### src/wbps_pkg.sv
package wbps_pkg;

    localparam int CFG_IDX_W  = 3;
    localparam int CFG_DATA_W = 64;
    localparam int PAT_BYTES  = 16;
    localparam int LEN_W      = 5;
    localparam int RESULT_W   = 32;
    localparam int OUT_DATA_W = 72;

    localparam logic [CFG_IDX_W-1:0] REG_PAT_LOW  = 3'd0;
    localparam logic [CFG_IDX_W-1:0] REG_PAT_HIGH = 3'd1;
    localparam logic [CFG_IDX_W-1:0] REG_CARE     = 3'd2;
    localparam logic [CFG_IDX_W-1:0] REG_LENGTH   = 3'd3;
    localparam logic [CFG_IDX_W-1:0] REG_MODE     = 3'd4;

    localparam int FIFO_DEPTH = 4;
    localparam int FIFO_PTR_W = 2;
    localparam int FIFO_CNT_W = 3;

    localparam logic KIND_MATCH   = 1'b0;
    localparam logic KIND_SUMMARY = 1'b1;

    typedef struct packed {
        logic                has_match;
        logic                has_sum;
        logic [RESULT_W-1:0] start;
        logic [RESULT_W-1:0] total;
    } wbps_rec_t;

endpackage

### src/wbps_core.sv
module wbps_core #(
    parameter int MAX_PATTERN = 16,
    parameter int OFFSET_BITS = 32
) (
    input  logic                              aclk,
    input  logic                              aresetn,
    input  logic                              cfg_wr_en,
    input  logic [wbps_pkg::CFG_IDX_W-1:0]    cfg_index,
    input  logic [wbps_pkg::CFG_DATA_W-1:0]   cfg_wdata,
    input  logic                              in_accept,
    input  logic [7:0]                        in_byte,
    input  logic                              in_end,
    output logic                              s1_valid,
    output logic                              rec_push,
    output wbps_pkg::wbps_rec_t               rec
);
    import wbps_pkg::*;

    localparam int LEN_CAP   = (MAX_PATTERN < PAT_BYTES) ? MAX_PATTERN : PAT_BYTES;
    localparam int WIN_DEPTH = (LEN_CAP > 1) ? LEN_CAP - 1 : 1;
    localparam int WIN_IDX_W = (WIN_DEPTH > 1) ? $clog2(WIN_DEPTH) : 1;
    localparam logic [LEN_W-1:0] LEN_CAP_V = LEN_W'(LEN_CAP);
    localparam logic [OFFSET_BITS-1:0] POS_MAX = '1;
    localparam logic [RESULT_W-1:0] HIT_MAX = '1;

    logic [63:0]            pat_low_reg;
    logic [63:0]            pat_high_reg;
    logic [15:0]            care_reg;
    logic [LEN_W-1:0]       len_reg;
    logic                   mode_reg;

    logic                   s1_valid_reg;
    logic [7:0]             s1_byte_reg;
    logic                   s1_end_reg;

    logic [7:0]             win_reg [WIN_DEPTH];
    logic [OFFSET_BITS-1:0] pos_reg;
    logic [LEN_W-1:0]       skip_reg;
    logic [RESULT_W-1:0]    hit_count_reg;
    logic                   first_found_reg;

    logic [127:0]           pat_all;
    logic [LEN_W-1:0]       eff_len;
    logic [LEN_W-1:0]       len_m1;
    logic [LEN_W-1:0]       age;
    logic [LEN_W-1:0]       tap;
    logic [7:0]             cand;
    logic                   win_ok;
    logic                   hit;
    logic                   report;
    logic [RESULT_W-1:0]    hit_count_next;
    logic [OFFSET_BITS-1:0] start_full;

    always_comb begin
        pat_all = {pat_high_reg, pat_low_reg};
        eff_len = (len_reg > LEN_CAP_V) ? LEN_CAP_V : len_reg;
        len_m1  = eff_len - 1'b1;
        win_ok  = 1'b1;
        age     = '0;
        tap     = '0;
        cand    = '0;
        for (int j = 0; j < LEN_CAP; j++) begin
            age  = len_m1 - LEN_W'(j);
            tap  = age - 1'b1;
            cand = (age == '0) ? s1_byte_reg : win_reg[tap[WIN_IDX_W-1:0]];
            if ((LEN_W'(j) < eff_len) && care_reg[j] && (cand != pat_all[8*j +: 8])) begin
                win_ok = 1'b0;
            end
        end
        hit = (skip_reg == '0) && (eff_len != '0) &&
              (pos_reg >= OFFSET_BITS'(len_m1)) && win_ok;
        report = hit && (mode_reg || !first_found_reg);
        hit_count_next = (hit && (hit_count_reg != HIT_MAX)) ?
                         hit_count_reg + 1'b1 : hit_count_reg;
        start_full = pos_reg - OFFSET_BITS'(len_m1);
    end

    assign s1_valid      = s1_valid_reg;
    assign rec_push      = s1_valid_reg && (report || s1_end_reg);
    assign rec.has_match = report;
    assign rec.has_sum   = s1_end_reg;
    assign rec.start     = RESULT_W'(start_full);
    assign rec.total     = hit_count_next;

    always_ff @(posedge aclk) begin
        if (!aresetn) begin
            pat_low_reg     <= '0;
            pat_high_reg    <= '0;
            care_reg        <= '1;
            len_reg         <= LEN_W'(1);
            mode_reg        <= 1'b0;
            s1_valid_reg    <= 1'b0;
            s1_byte_reg     <= '0;
            s1_end_reg      <= 1'b0;
            pos_reg         <= '0;
            skip_reg        <= '0;
            hit_count_reg   <= '0;
            first_found_reg <= 1'b0;
            for (int k = 0; k < WIN_DEPTH; k++) begin
                win_reg[k] <= '0;
            end
        end else begin
            if (cfg_wr_en) begin
                case (cfg_index)
                    REG_PAT_LOW:  pat_low_reg  <= cfg_wdata;
                    REG_PAT_HIGH: pat_high_reg <= cfg_wdata;
                    REG_CARE:     care_reg     <= cfg_wdata[15:0];
                    REG_LENGTH:   len_reg      <= cfg_wdata[LEN_W-1:0];
                    REG_MODE:     mode_reg     <= cfg_wdata[0];
                    default: ;
                endcase
            end

            s1_valid_reg <= in_accept;
            if (in_accept) begin
                s1_byte_reg <= in_byte;
                s1_end_reg  <= in_end;
            end

            if (s1_valid_reg) begin
                if (s1_end_reg) begin
                    pos_reg         <= '0;
                    skip_reg        <= '0;
                    hit_count_reg   <= '0;
                    first_found_reg <= 1'b0;
                    for (int k = 0; k < WIN_DEPTH; k++) begin
                        win_reg[k] <= '0;
                    end
                end else begin
                    if (skip_reg != '0) begin
                        skip_reg <= skip_reg - 1'b1;
                    end else if (hit) begin
                        skip_reg        <= len_m1;
                        first_found_reg <= 1'b1;
                    end
                    hit_count_reg <= hit_count_next;
                    if (pos_reg != POS_MAX) begin
                        pos_reg <= pos_reg + 1'b1;
                    end
                    win_reg[0] <= s1_byte_reg;
                    for (int k = 1; k < WIN_DEPTH; k++) begin
                        win_reg[k] <= win_reg[k-1];
                    end
                end
            end
        end
    end

    a_skip_after_hit: assert property (@(posedge aclk) disable iff (!aresetn)
        (skip_reg != '0) |-> first_found_reg)
        else $error("skip count running without a counted match");

    a_hit_needs_count: assert property (@(posedge aclk) disable iff (!aresetn)
        first_found_reg |-> (hit_count_reg != '0))
        else $error("match flagged but count is zero");

    a_end_clears: assert property (@(posedge aclk) disable iff (!aresetn)
        (s1_valid_reg && s1_end_reg) |=> (pos_reg == '0 && hit_count_reg == '0))
        else $error("region state not cleared after region end");

endmodule

### src/wbps_fifo.sv
module wbps_fifo (
    input  logic                              aclk,
    input  logic                              aresetn,
    input  logic                              push,
    input  wbps_pkg::wbps_rec_t               push_rec,
    input  logic                              pop,
    output wbps_pkg::wbps_rec_t               head,
    output logic                              head_valid,
    output logic [wbps_pkg::FIFO_CNT_W-1:0]   count
);
    import wbps_pkg::*;

    wbps_rec_t               mem_reg [FIFO_DEPTH];
    logic [FIFO_PTR_W-1:0]   wr_ptr_reg;
    logic [FIFO_PTR_W-1:0]   rd_ptr_reg;
    logic [FIFO_CNT_W-1:0]   count_reg;

    assign head       = mem_reg[rd_ptr_reg];
    assign head_valid = (count_reg != '0);
    assign count      = count_reg;

    always_ff @(posedge aclk) begin
        if (push) begin
            mem_reg[wr_ptr_reg] <= push_rec;
        end
    end

    always_ff @(posedge aclk) begin
        if (!aresetn) begin
            wr_ptr_reg <= '0;
            rd_ptr_reg <= '0;
            count_reg  <= '0;
        end else begin
            if (push) begin
                wr_ptr_reg <= wr_ptr_reg + 1'b1;
            end
            if (pop) begin
                rd_ptr_reg <= rd_ptr_reg + 1'b1;
            end
            count_reg <= count_reg + FIFO_CNT_W'(push) - FIFO_CNT_W'(pop);
        end
    end

    a_no_overflow: assert property (@(posedge aclk) disable iff (!aresetn)
        (push && !pop) |-> (count_reg != FIFO_CNT_W'(FIFO_DEPTH)))
        else $error("result queue overflow");

    a_no_underflow: assert property (@(posedge aclk) disable iff (!aresetn)
        pop |-> (count_reg != '0))
        else $error("result queue underflow");

    a_record_nonempty: assert property (@(posedge aclk) disable iff (!aresetn)
        push |-> (push_rec.has_match || push_rec.has_sum))
        else $error("empty record queued");

endmodule

### src/wbps_out.sv
module wbps_out (
    input  logic                                aclk,
    input  logic                                aresetn,
    input  wbps_pkg::wbps_rec_t                 head,
    input  logic                                head_valid,
    output logic                                pop,
    output logic                                m_tvalid,
    input  logic                                m_tready,
    output logic [wbps_pkg::OUT_DATA_W-1:0]     m_tdata,
    output logic                                m_tuser,
    output logic                                m_tlast
);
    import wbps_pkg::*;

    wbps_rec_t rec_reg;
    logic      out_valid_reg;
    logic      phase_reg;
    logic      is_match;
    logic      last_beat;
    logic      advance;
    logic      unique_hit;

    assign is_match   = rec_reg.has_match && !phase_reg;
    assign last_beat  = !(is_match && rec_reg.has_sum);
    assign advance    = !out_valid_reg || (m_tready && last_beat);
    assign pop        = advance && head_valid;
    assign unique_hit = !is_match && (rec_reg.total == RESULT_W'(1));

    assign m_tvalid = out_valid_reg;
    assign m_tlast  = last_beat;
    assign m_tuser  = is_match ? KIND_MATCH : KIND_SUMMARY;
    assign m_tdata  = {{(OUT_DATA_W - 2*RESULT_W - 1){1'b0}}, unique_hit, rec_reg.total,
                       (is_match ? rec_reg.start : {RESULT_W{1'b0}})};

    always_ff @(posedge aclk) begin
        if (advance) begin
            rec_reg <= head;
        end
    end

    always_ff @(posedge aclk) begin
        if (!aresetn) begin
            out_valid_reg <= 1'b0;
            phase_reg     <= 1'b0;
        end else if (advance) begin
            out_valid_reg <= head_valid;
            phase_reg     <= 1'b0;
        end else if (m_tready) begin
            phase_reg <= 1'b1;
        end
    end

    a_valid_record: assert property (@(posedge aclk) disable iff (!aresetn)
        out_valid_reg |-> (rec_reg.has_match || rec_reg.has_sum))
        else $error("output holds an empty record");

    a_phase_two_beats: assert property (@(posedge aclk) disable iff (!aresetn)
        phase_reg |-> (out_valid_reg && rec_reg.has_match && rec_reg.has_sum))
        else $error("second beat without a two-result record");

    a_hold_on_stall: assert property (@(posedge aclk) disable iff (!aresetn)
        (m_tvalid && !m_tready) |=> (m_tvalid && $stable(m_tdata) && $stable(m_tlast)))
        else $error("result changed while stalled");

endmodule

### src/wildcard_byte_pattern_scanner_unit.sv
// Path: an accepted byte reaches its first result through the input register, then the
//   result queue into the output register; a second follows once the first is taken.
// Throughput: one byte per cycle while s_tready holds; a byte causing a match report
//   and a summary takes two beats. Ready drops as the 4-entry result queue nears full.
// Reset: synchronous, active-low aresetn clears region state, queue and outputs and
//   loads register defaults (care mask all ones, pattern length 1, first-match mode).
module wildcard_byte_pattern_scanner_unit #(
    parameter int MAX_PATTERN = 16,
    parameter int OFFSET_BITS = 32
) (
    input  logic                              aclk,
    input  logic                              aresetn,
    input  logic                              cfg_wr_en,
    input  logic [wbps_pkg::CFG_IDX_W-1:0]    cfg_index,
    input  logic [wbps_pkg::CFG_DATA_W-1:0]   cfg_wdata,
    input  logic                              s_tvalid,
    output logic                              s_tready,
    input  logic [7:0]                        s_tdata,   // [7:0] data_byte
    input  logic                              s_tlast,   // region_end
    output logic                              m_tvalid,
    input  logic                              m_tready,
    output logic [wbps_pkg::OUT_DATA_W-1:0]   m_tdata,   // [31:0] match_start,
                                                         // [63:32] match_total,
                                                         // [64] unique_hit
    output logic                              m_tuser,   // result_kind
    output logic                              m_tlast    // final_result
);
    import wbps_pkg::*;

    logic                  in_accept;
    logic                  s1_valid;
    logic                  rec_push;
    wbps_rec_t             rec;
    wbps_rec_t             head;
    logic                  head_valid;
    logic                  pop;
    logic [FIFO_CNT_W-1:0] fifo_count;

    assign s_tready  = (fifo_count + FIFO_CNT_W'(s1_valid)) <= FIFO_CNT_W'(FIFO_DEPTH - 1);
    assign in_accept = s_tvalid && s_tready;

    wbps_core #(
        .MAX_PATTERN (MAX_PATTERN),
        .OFFSET_BITS (OFFSET_BITS)
    ) u_core (
        .aclk      (aclk),
        .aresetn   (aresetn),
        .cfg_wr_en (cfg_wr_en),
        .cfg_index (cfg_index),
        .cfg_wdata (cfg_wdata),
        .in_accept (in_accept),
        .in_byte   (s_tdata),
        .in_end    (s_tlast),
        .s1_valid  (s1_valid),
        .rec_push  (rec_push),
        .rec       (rec)
    );

    wbps_fifo u_fifo (
        .aclk       (aclk),
        .aresetn    (aresetn),
        .push       (rec_push),
        .push_rec   (rec),
        .pop        (pop),
        .head       (head),
        .head_valid (head_valid),
        .count      (fifo_count)
    );

    wbps_out u_out (
        .aclk       (aclk),
        .aresetn    (aresetn),
        .head       (head),
        .head_valid (head_valid),
        .pop        (pop),
        .m_tvalid   (m_tvalid),
        .m_tready   (m_tready),
        .m_tdata    (m_tdata),
        .m_tuser    (m_tuser),
        .m_tlast    (m_tlast)
    );

endmodule

### config.mk
export PLATFORM = sky130hd
export DESIGN_NAME = wildcard_byte_pattern_scanner_unit
export DESIGN_NICKNAME = d
export VERILOG_FILES = /design/src/wbps_pkg.sv /design/src/wbps_core.sv /design/src/wbps_fifo.sv /design/src/wbps_out.sv /design/src/wildcard_byte_pattern_scanner_unit.sv
export SDC_FILE = /design/constraint.sdc
export NUM_CORES = 1
export LEC_CHECK = 0
export BUFFER_PORTS_ARGS = -buffer_cell sky130_fd_sc_hd__buf_2
export CORE_UTILIZATION = 45
export CTS_CLUSTER_DIAMETER = 150
export DETAILED_ROUTE_END_ITERATION = 8
export SETUP_SLACK_MARGIN = 0.4
export SLEW_MARGIN = 20
export SYNTH_ARGS = -nofsm -noshare
export SYNTH_HDL_FRONTEND = slang
export SYNTH_SLANG_ARGS = --single-unit
### constraint.sdc
create_clock -name aclk -period 9.9 [get_ports aclk]
set_input_delay 0 -clock aclk [delete_from_list [all_inputs] [get_ports aclk]]
set_output_delay 0 -clock aclk [all_outputs]
set_load 0.005 [all_outputs]
==> summary.md, run 1 <==
| Metric | Value |
|---|---|
| Fill cell count | roughly 7700 |
| Post-CTS sizing | 0 |
| Hold Path End | u_core.s1_byte_reg[0] |
| Delay-heaviest family, CP | simple AND/OR/NAND/NOR gates |
| Final #Nets | 3953 |
| Die Y | 297 µm |
| Avg Inst Size Synth | 10.3 µm² |
| Leakage | ~16 nW |
| Setup TNS | 0 ns |
| Root Buffer | clkbuf_16 |
| Vias | 30700 |
| Outcome | completed |
| Crit-path slowest cell | and2_4 |
| Htree depth | 3 |
| Most common cell after layout, fill and taps aside | nand2_1 |
| Final wirelength | ~130000 µm |
| Reg2Reg Setup Slack | between 1.5 and 2 ns |
| Pwr/cell area | 192 nW/µm² |
| Vias in the first global route | between 20000 and 30000 |
| Worst Max-Slew Pin Slew | about 1.3 ns |
| Ant diodes | 0 |
| Post-synth top flop | edfxtp_1 |
| Worst Setup SP | u_core.len_reg[0] |
| Ys Warns | 0 |
| Core ar. | ~86000 µm² |
| First-pass iteration count of the detailed router | 5 |
| Endpoints failing hold | 0 |
| R2R cell count | 18 |
| Rows | ~110 |
| Crit share post-route | 0.841 |
| Critical path arrival | approximately 8.6 ns |
| Total power | 8.40 mW |
| 1st-iter DRT viols | approximately 3000 |
| Worst flop-to-flop path startpoint | u_core.len_reg[0] |
| Placer Congestion | 1.09 |
| Port-buffer cells | 149 |
| Worst setup EP type | flop |
| Crit-path max FO | 66 |
| Post-Place Cells | roughly 4800 |
| Register Area | 18200 µm² |
| Largest stage delay, worst path | between 0.9 and 1 ns |
| Via density | between 6 and 7 |
| Netlist cell types | between 100 and 150 |
| Final ANT Viol Nets | 0 |
| Starting Density | 0.457 |
| Tot GR Track Use | 0.288 |
| Layout cell share with drive strength beyond 1 | 0.142 |
| CP required | between 10 and 15 ns |
| Worst Hold Depth | 4 |
| Max reg flops | ~260 |
| Crit path cell chain | and2b_4 > buf_4 > ha_2 > clkinv_1 > ha_1 > o21ai_0 > nand3_1 > nor3_2 > nor2_1 > buf_4 > nor4b_1 > nor4_1 > or4_1 > nor3_1 > o21ai_0 > or4_1 > o41ai_2 > and2_4 |
| Worst r2r dst | u_fifo.mem_reg[2][17] |
| Area grow syn2layout | 11.9% |
| Slew headroom | 0.133 |
| Area of the multi-input gates | 19100 µm² |
| Seq cells post-synth | 689 |
| Most frequent cells in the layout | nand2_1 (493), edfxtp_1 (442), dfxtp_1 (242) |
| RSZ-0062 raised after global routing | false |
| CTS buffer count | 77 |
| Setup repair bufs after CTS | 0 |
| Post-synth EDFFs | between 400 and 500 |
| DIE WIDTH | ~300 µm |
| Hold/Removal Path Class | primary input to flop |
| Netlist Area Pre-Place | about 40000 µm² |
| GRT overflow | 0 |
| HP Start | s_tdata[0] |
| Crit path kind | flop to flop |
| CTS Sinks | roughly 700 |
| Fmax | 120 MHz |
| # setup viols final | 0 |
| Register area share after synthesis | 0.466 |
| Peak supply drop | 0.156 mV |
| Routed len/inst | 25.3 µm |
| DRC errors left | 0 |
| Worst-Skew Late Latency | 0.66 ns |
| Worst-path clk slew | ~0.06 ns |
| I/O pin count | roughly 160 |
| Initial antenna violation count | 1 |
| Fin crit period | 8.33 ns |
| Finished Layout Cells | slightly above 5000 |
| CTS tree | yes |
| Final Max Slew Viols | 0 |
| Worst Skew | approximately 0.042 ns |
| Synth async-reset ratio | 0 |
| Largest net degree at the start of global routing | 101 |
| HPWL Detailed | between 80000 and 90000 µm |
| Hold-fix buffer count after cts | 82 |
| Die ar. | 88000 µm² |
| Synth Instances | approximately 3800 |
| Max Cap Violations | 0 |
| Clock Tree Buf Depth | 3 |
| CP bufs+invs | 3 |
| First-pass GRT wire length | 189000 µm |
| Startpoint types | flop |
-- worst min-delay path, delay by kind of cell --
kind	cells	cell delay [ns]
and+or+nand+nor	1	0.07
buffers and inverters	2	0.60
muxes	1	0.05
-- how the worst max path moves through the flow --
stage,to,cells past startpoint
2_1_floorplan,u_fifo.mem_reg[0][0],27
3_3_place_gp,u_fifo.mem_reg[1][46],18
3_5_place_dp,u_fifo.mem_reg[1][47],18
4_1_cts,u_fifo.mem_reg[1][25],18
5_1_grt,u_fifo.mem_reg[1][25],18
6_report,u_fifo.mem_reg[2][17],18
-- power breakdown --
group	leakage, nW	switching, mW	internal, mW	total (mW)
registers	6.22	0.245	3.37	3.61
logic	8.57	1.12	0.790	1.91
clock network	1.24	1.24	1.63	2.88
-- cell usage after synthesis (14+ instances only) --
cell      count  area [µm²]
nand4_1      48         300
a31oi_1      43         269
nor2b_1      14        87.6
a211oi_1     45         338
dfxtp_1     247        4940
or4_1        34         255
buf_2        41         205
xnor2_1     128        1120
nand2b_1     24         150
ha_1         26         325
xor2_1      139        1220
a22oi_1      14         105
or2_2        16         100
mux2_2       39         439
mux2i_1     208        2080
edfxtp_1    442       13300
and3b_1      15         131
o22ai_1      60         375
nand3_1      64         320
o21ai_0      83         415
buf_1        26        97.6
or3_1        33         206
a21oi_1     232        1160
and3_1       24         150
mux4_2       95        2140
a221oi_1     26         228
inv_1        79         297
clkbuf_1    178         668
nor2_1      194         728
nor3_1       72         360
o211ai_1     29         218
o221ai_1     21         184
and2_1      161        1010
nand2_1     495        1860
buf_4        56         420
nor4_1       58         363
-- logic make-up after synthesis --
family,after synthesis,share of synthesized area
fa+ha+maj,29,0.00961
other cells,1,0.0000960
simple gates,1328,0.172
flops,689,0.466
mux,343,0.120
compound gates,715,0.121
xor+xnor,276,0.0649
buf+inv,395,0.0465
-- routing by layer --
layer / track usage / part of all wire / routed length (µm)
met1: 0.373 / 0.40 / 51600
met4: 0.178 / 0.067 / 8600
met2: 0.447 / 0.45 / 57600
met5: 0 / 0.000078 / 10
met3: 0.0521 / 0.078 / 9940
-- cell type report --
| type | count | share of cell area |
|---|---|---|
| clock buffer | 113 | 0.0497 |
| clock inverter | 30 | 0.00901 |
| inverter | 85 | 0.00747 |
| multi-input combinational | 2698 | 0.438 |
| sequential | 689 | 0.417 |
| tap | 1144 | 0.0327 |
| timing repair buffer | 293 | 0.0465 |
-- per-stage QoR --
stage / hold slack, ns / setup slack [ns] / util / area, µm²
2_1_floorplan: 0.124 / 1.26 / - / 39100
3_3_place_gp: 0.233 / 1.69 / 0.471 / 40300
3_5_place_dp: 0.238 / 1.59 / 0.471 / 40300
4_1_cts: 0.106 / 1.56 / 0.511 / 43700
5_1_grt: 0.138 / 1.00 / 0.511 / 43700
6_report: 0.121 / 1.57 / 0.511 / 43700
Power figures use the tool's default switching activity.
==> run 2: changes to the inputs <==
==> constraint.sdc (replaced) <==
create_clock -name aclk -period 7.12 [get_ports aclk]
set_input_delay 0 -clock aclk [delete_from_list [all_inputs] [get_ports aclk]]
set_output_delay 0 -clock aclk [all_outputs]
set_load 0.005 [all_outputs]
==> run 2 against run 1 <==
Effect of this change:
- via count up 0.42%
- sequential share of layout area down 0.69 points
- sequential cell count unchanged
- non-clock buffer count up 55
- maximum frequency up 30%
- combinational power up 42%
- first-iteration DRC count down 0.40%
- clock skew down 0.0039 ns
- power up 41%
- utilization up 0.86 points
- highest routed layer is now met4
- global-route usage up 1.2 points
- cell area up 1.7%
==> summary.md, run 2 (synthesis gave the netlist of run 1 again) <==
| Metric | Value |
|---|---|
| Switching Share | 0.309 |
| Crit share post-route | 0.900 |
| Setup TNS | 0 ns |
| Rows | between 100 and 150 |
| Leakage | between 15 and 20 nW |
| Root Buffer | clkbuf_16 |
| RSZ-0062 raised after global routing | false |
| 1st-iter DRT viols | just over 3000 |
| Clock share of power | 0.347 |
| Worst Max-Slew Pin Slew | approximately 1.1 ns |
| Pwr/cell area | ~270 nW/µm² |
| Worst Skew | roughly 0.038 ns |
| Crit-path max FO | 54 |
| Slew headroom | 0.255 |
| Largest net degree at the start of global routing | 114 |
| Worst flop-to-flop path startpoint | u_core.len_reg[4] |
| CTS tree | yes |
| Most common cell after layout, fill and taps aside | nand2_1 |
| First-pass GRT wire length | approximately 200000 µm |
| Sequential share of power | 0.424 |
| Htree depth | 3 |
| Final #Nets | approximately 4000 |
| Fmax | about 160 MHz |
| GRT overflow | 0 |
| Area of the multi-input gates | 19200 µm² |
| Final wirelength | 132000 µm |
| Fin crit period | roughly 6.4 ns |
| DIE WIDTH | between 200 and 300 µm |
| Port-buffer cells | between 100 and 150 |
| Area grow syn2layout | 13.8% |
| CP required | 7.66 ns |
| Vias in the first global route | a little under 30000 |
| Setup WS post-layout | ~0.71 ns |
| Final ANT Viol Nets | 0 |
| Final Max Slew Viols | 0 |
| Startpoint types | flop |
| Most frequent cells in the layout | nand2_1 (492), edfxtp_1 (442), dfxtp_1 (242) |
| Internal power | 8.20 mW |
| Tot GR Track Use | 0.300 |
| Gate power share | 0.229 |
| Worst r2r dst | u_core.hit_count_reg[3] |
| HPWL Detailed | ~95000 µm |
| Endpoints failing hold | 0 |
| Max Cap Violations | 0 |
| Worst-path clk slew | approximately 0.06 ns |
| HP Start | cfg_wdata[29] |
| DRC errors left | 0 |
| Max reg flops | 264 |
| Initial antenna violation count | 1 |
| Peak supply drop | about 0.31 mV |
| Psw | around 3.7 mW |
| Register Area | approximately 18000 µm² |
| Via density | 6.04 |
| Hold/Removal Path Class | primary input to flop |
| Vias | between 30000 and 40000 |
| Routed len/inst | between 20 and 30 µm |
| Die ar. | 88000 µm² |
| Crit path kind | flop to flop |
| R2R cell count | 17 |
| Fill cell count | approximately 7700 |
| First-pass iteration count of the detailed router | 6 |
| Core ar. | between 80000 and 90000 µm² |
| Reg2Reg Setup Slack | between 0.7 and 0.8 ns |
| Pre-CTS WS | 0.545 ns |
| Worst-Skew Late Latency | a little under 0.7 ns |
| Ant diodes | 0 |
| Clock Tree Buf Depth | 3 |
| Worst Hold Depth | 4 |
| I/O pin count | about 160 |
| Die Y | just under 300 µm |
| Hold Path End | u_core.pat_low_reg[29] |
| CTS Sinks | 689 |
| Worst setup EP type | flop |
| Placer Congestion | 1.04 |
| Outcome | completed |
| Critical path arrival | about 6.9 ns |
| Layout cell share with drive strength beyond 1 | 0.156 |
| CTS buffer count | 76 |
| Starting Density | 0.457 |
| # setup viols final | 0 |
==> run 2: per-stage QoR <==
stage	instances	total power [mW]	instance area (µm²)	hold WS [ns]	util
CTS	5100	11.9	44400	0.101	0.519
finish	5103	11.9	44500	0.125	0.520
detailed placement	4872	7.77	40900	0.239	0.478
floorplan	3782	6.79	39200	0.124	-
global placement	4872	7.75	40900	0.228	0.478
global route	5103	12.4	44500	0.140	0.520
==> run 2: per-layer routing <==
layer	track usage	wire length (µm)	vias up
li1	-	-	14100
met1	0.382	53600	15200
met2	0.484	61900	1225
met3	0.0474	8580	306
met4	0.171	8350	0
met5	0	0	-
==> run 2: worst max-delay path: stages, from the launching register on <==
cell	delay, ns
dfxtp_2	0.48
nand2b_2	0.22
buf_4	0.54
inv_1	0.41
buf_4	0.34
a221oi_1	0.55
o221ai_1	0.30
o21ai_1	0.39
xnor2_1	0.13
nor4_1	0.43
a41oi_1	0.19
a2111o_1	0.46
a2111o_1	0.46
or3b_1	0.52
buf_4	0.22
nor3_2	0.20
o21ai_0	0.11
mux2_2	0.28
==> run 2: timing repair <==
action | CTS | global route
endpoints found under the setup margin | 0 | 333
hold buffers | 89 | 0
setup buffers | 0 | 3
resized for setup | 0 | 8
hold endpoints to repair | 167 | 0
==> run 2: how the worst max path moves through the flow <==
stage | from | endpoint | slack [ns]
2_1_floorplan | u_core.len_reg[0] | u_fifo.mem_reg[0][0] | 0.40
3_3_place_gp | u_core.len_reg[4] | u_fifo.mem_reg[1][21] | 0.65
3_5_place_dp | u_core.len_reg[4] | u_fifo.mem_reg[0][17] | 0.54
4_1_cts | u_core.len_reg[4] | u_fifo.mem_reg[0][17] | 0.53
5_1_grt | u_core.len_reg[4] | u_fifo.mem_reg[2][3] | 0.48
6_report | u_core.len_reg[4] | u_core.hit_count_reg[3] | 0.71
==> run 2: power by group through the flow <==
stage	clock, mW	sequential (mW)	combinational (mW)
floorplan	0	4.90	1.90
global route	4.35	5.09	2.92
CTS	4.19	5.04	2.69
global placement	0	5.12	2.63
detailed placement	0	5.12	2.65
finish	4.12	5.03	2.71
==> run 2: area by class of cell <==
| class | instances | area share |
|---|---|---|
| clock buffers | 96 | 0.0470 |
| multi-input cells | 2698 | 0.432 |
| well taps | 1144 | 0.0322 |
| inverters | 85 | 0.00746 |
| clock inverters | 43 | 0.0126 |
| flip-flops and latches | 689 | 0.410 |
| repair buffers | 348 | 0.0585 |
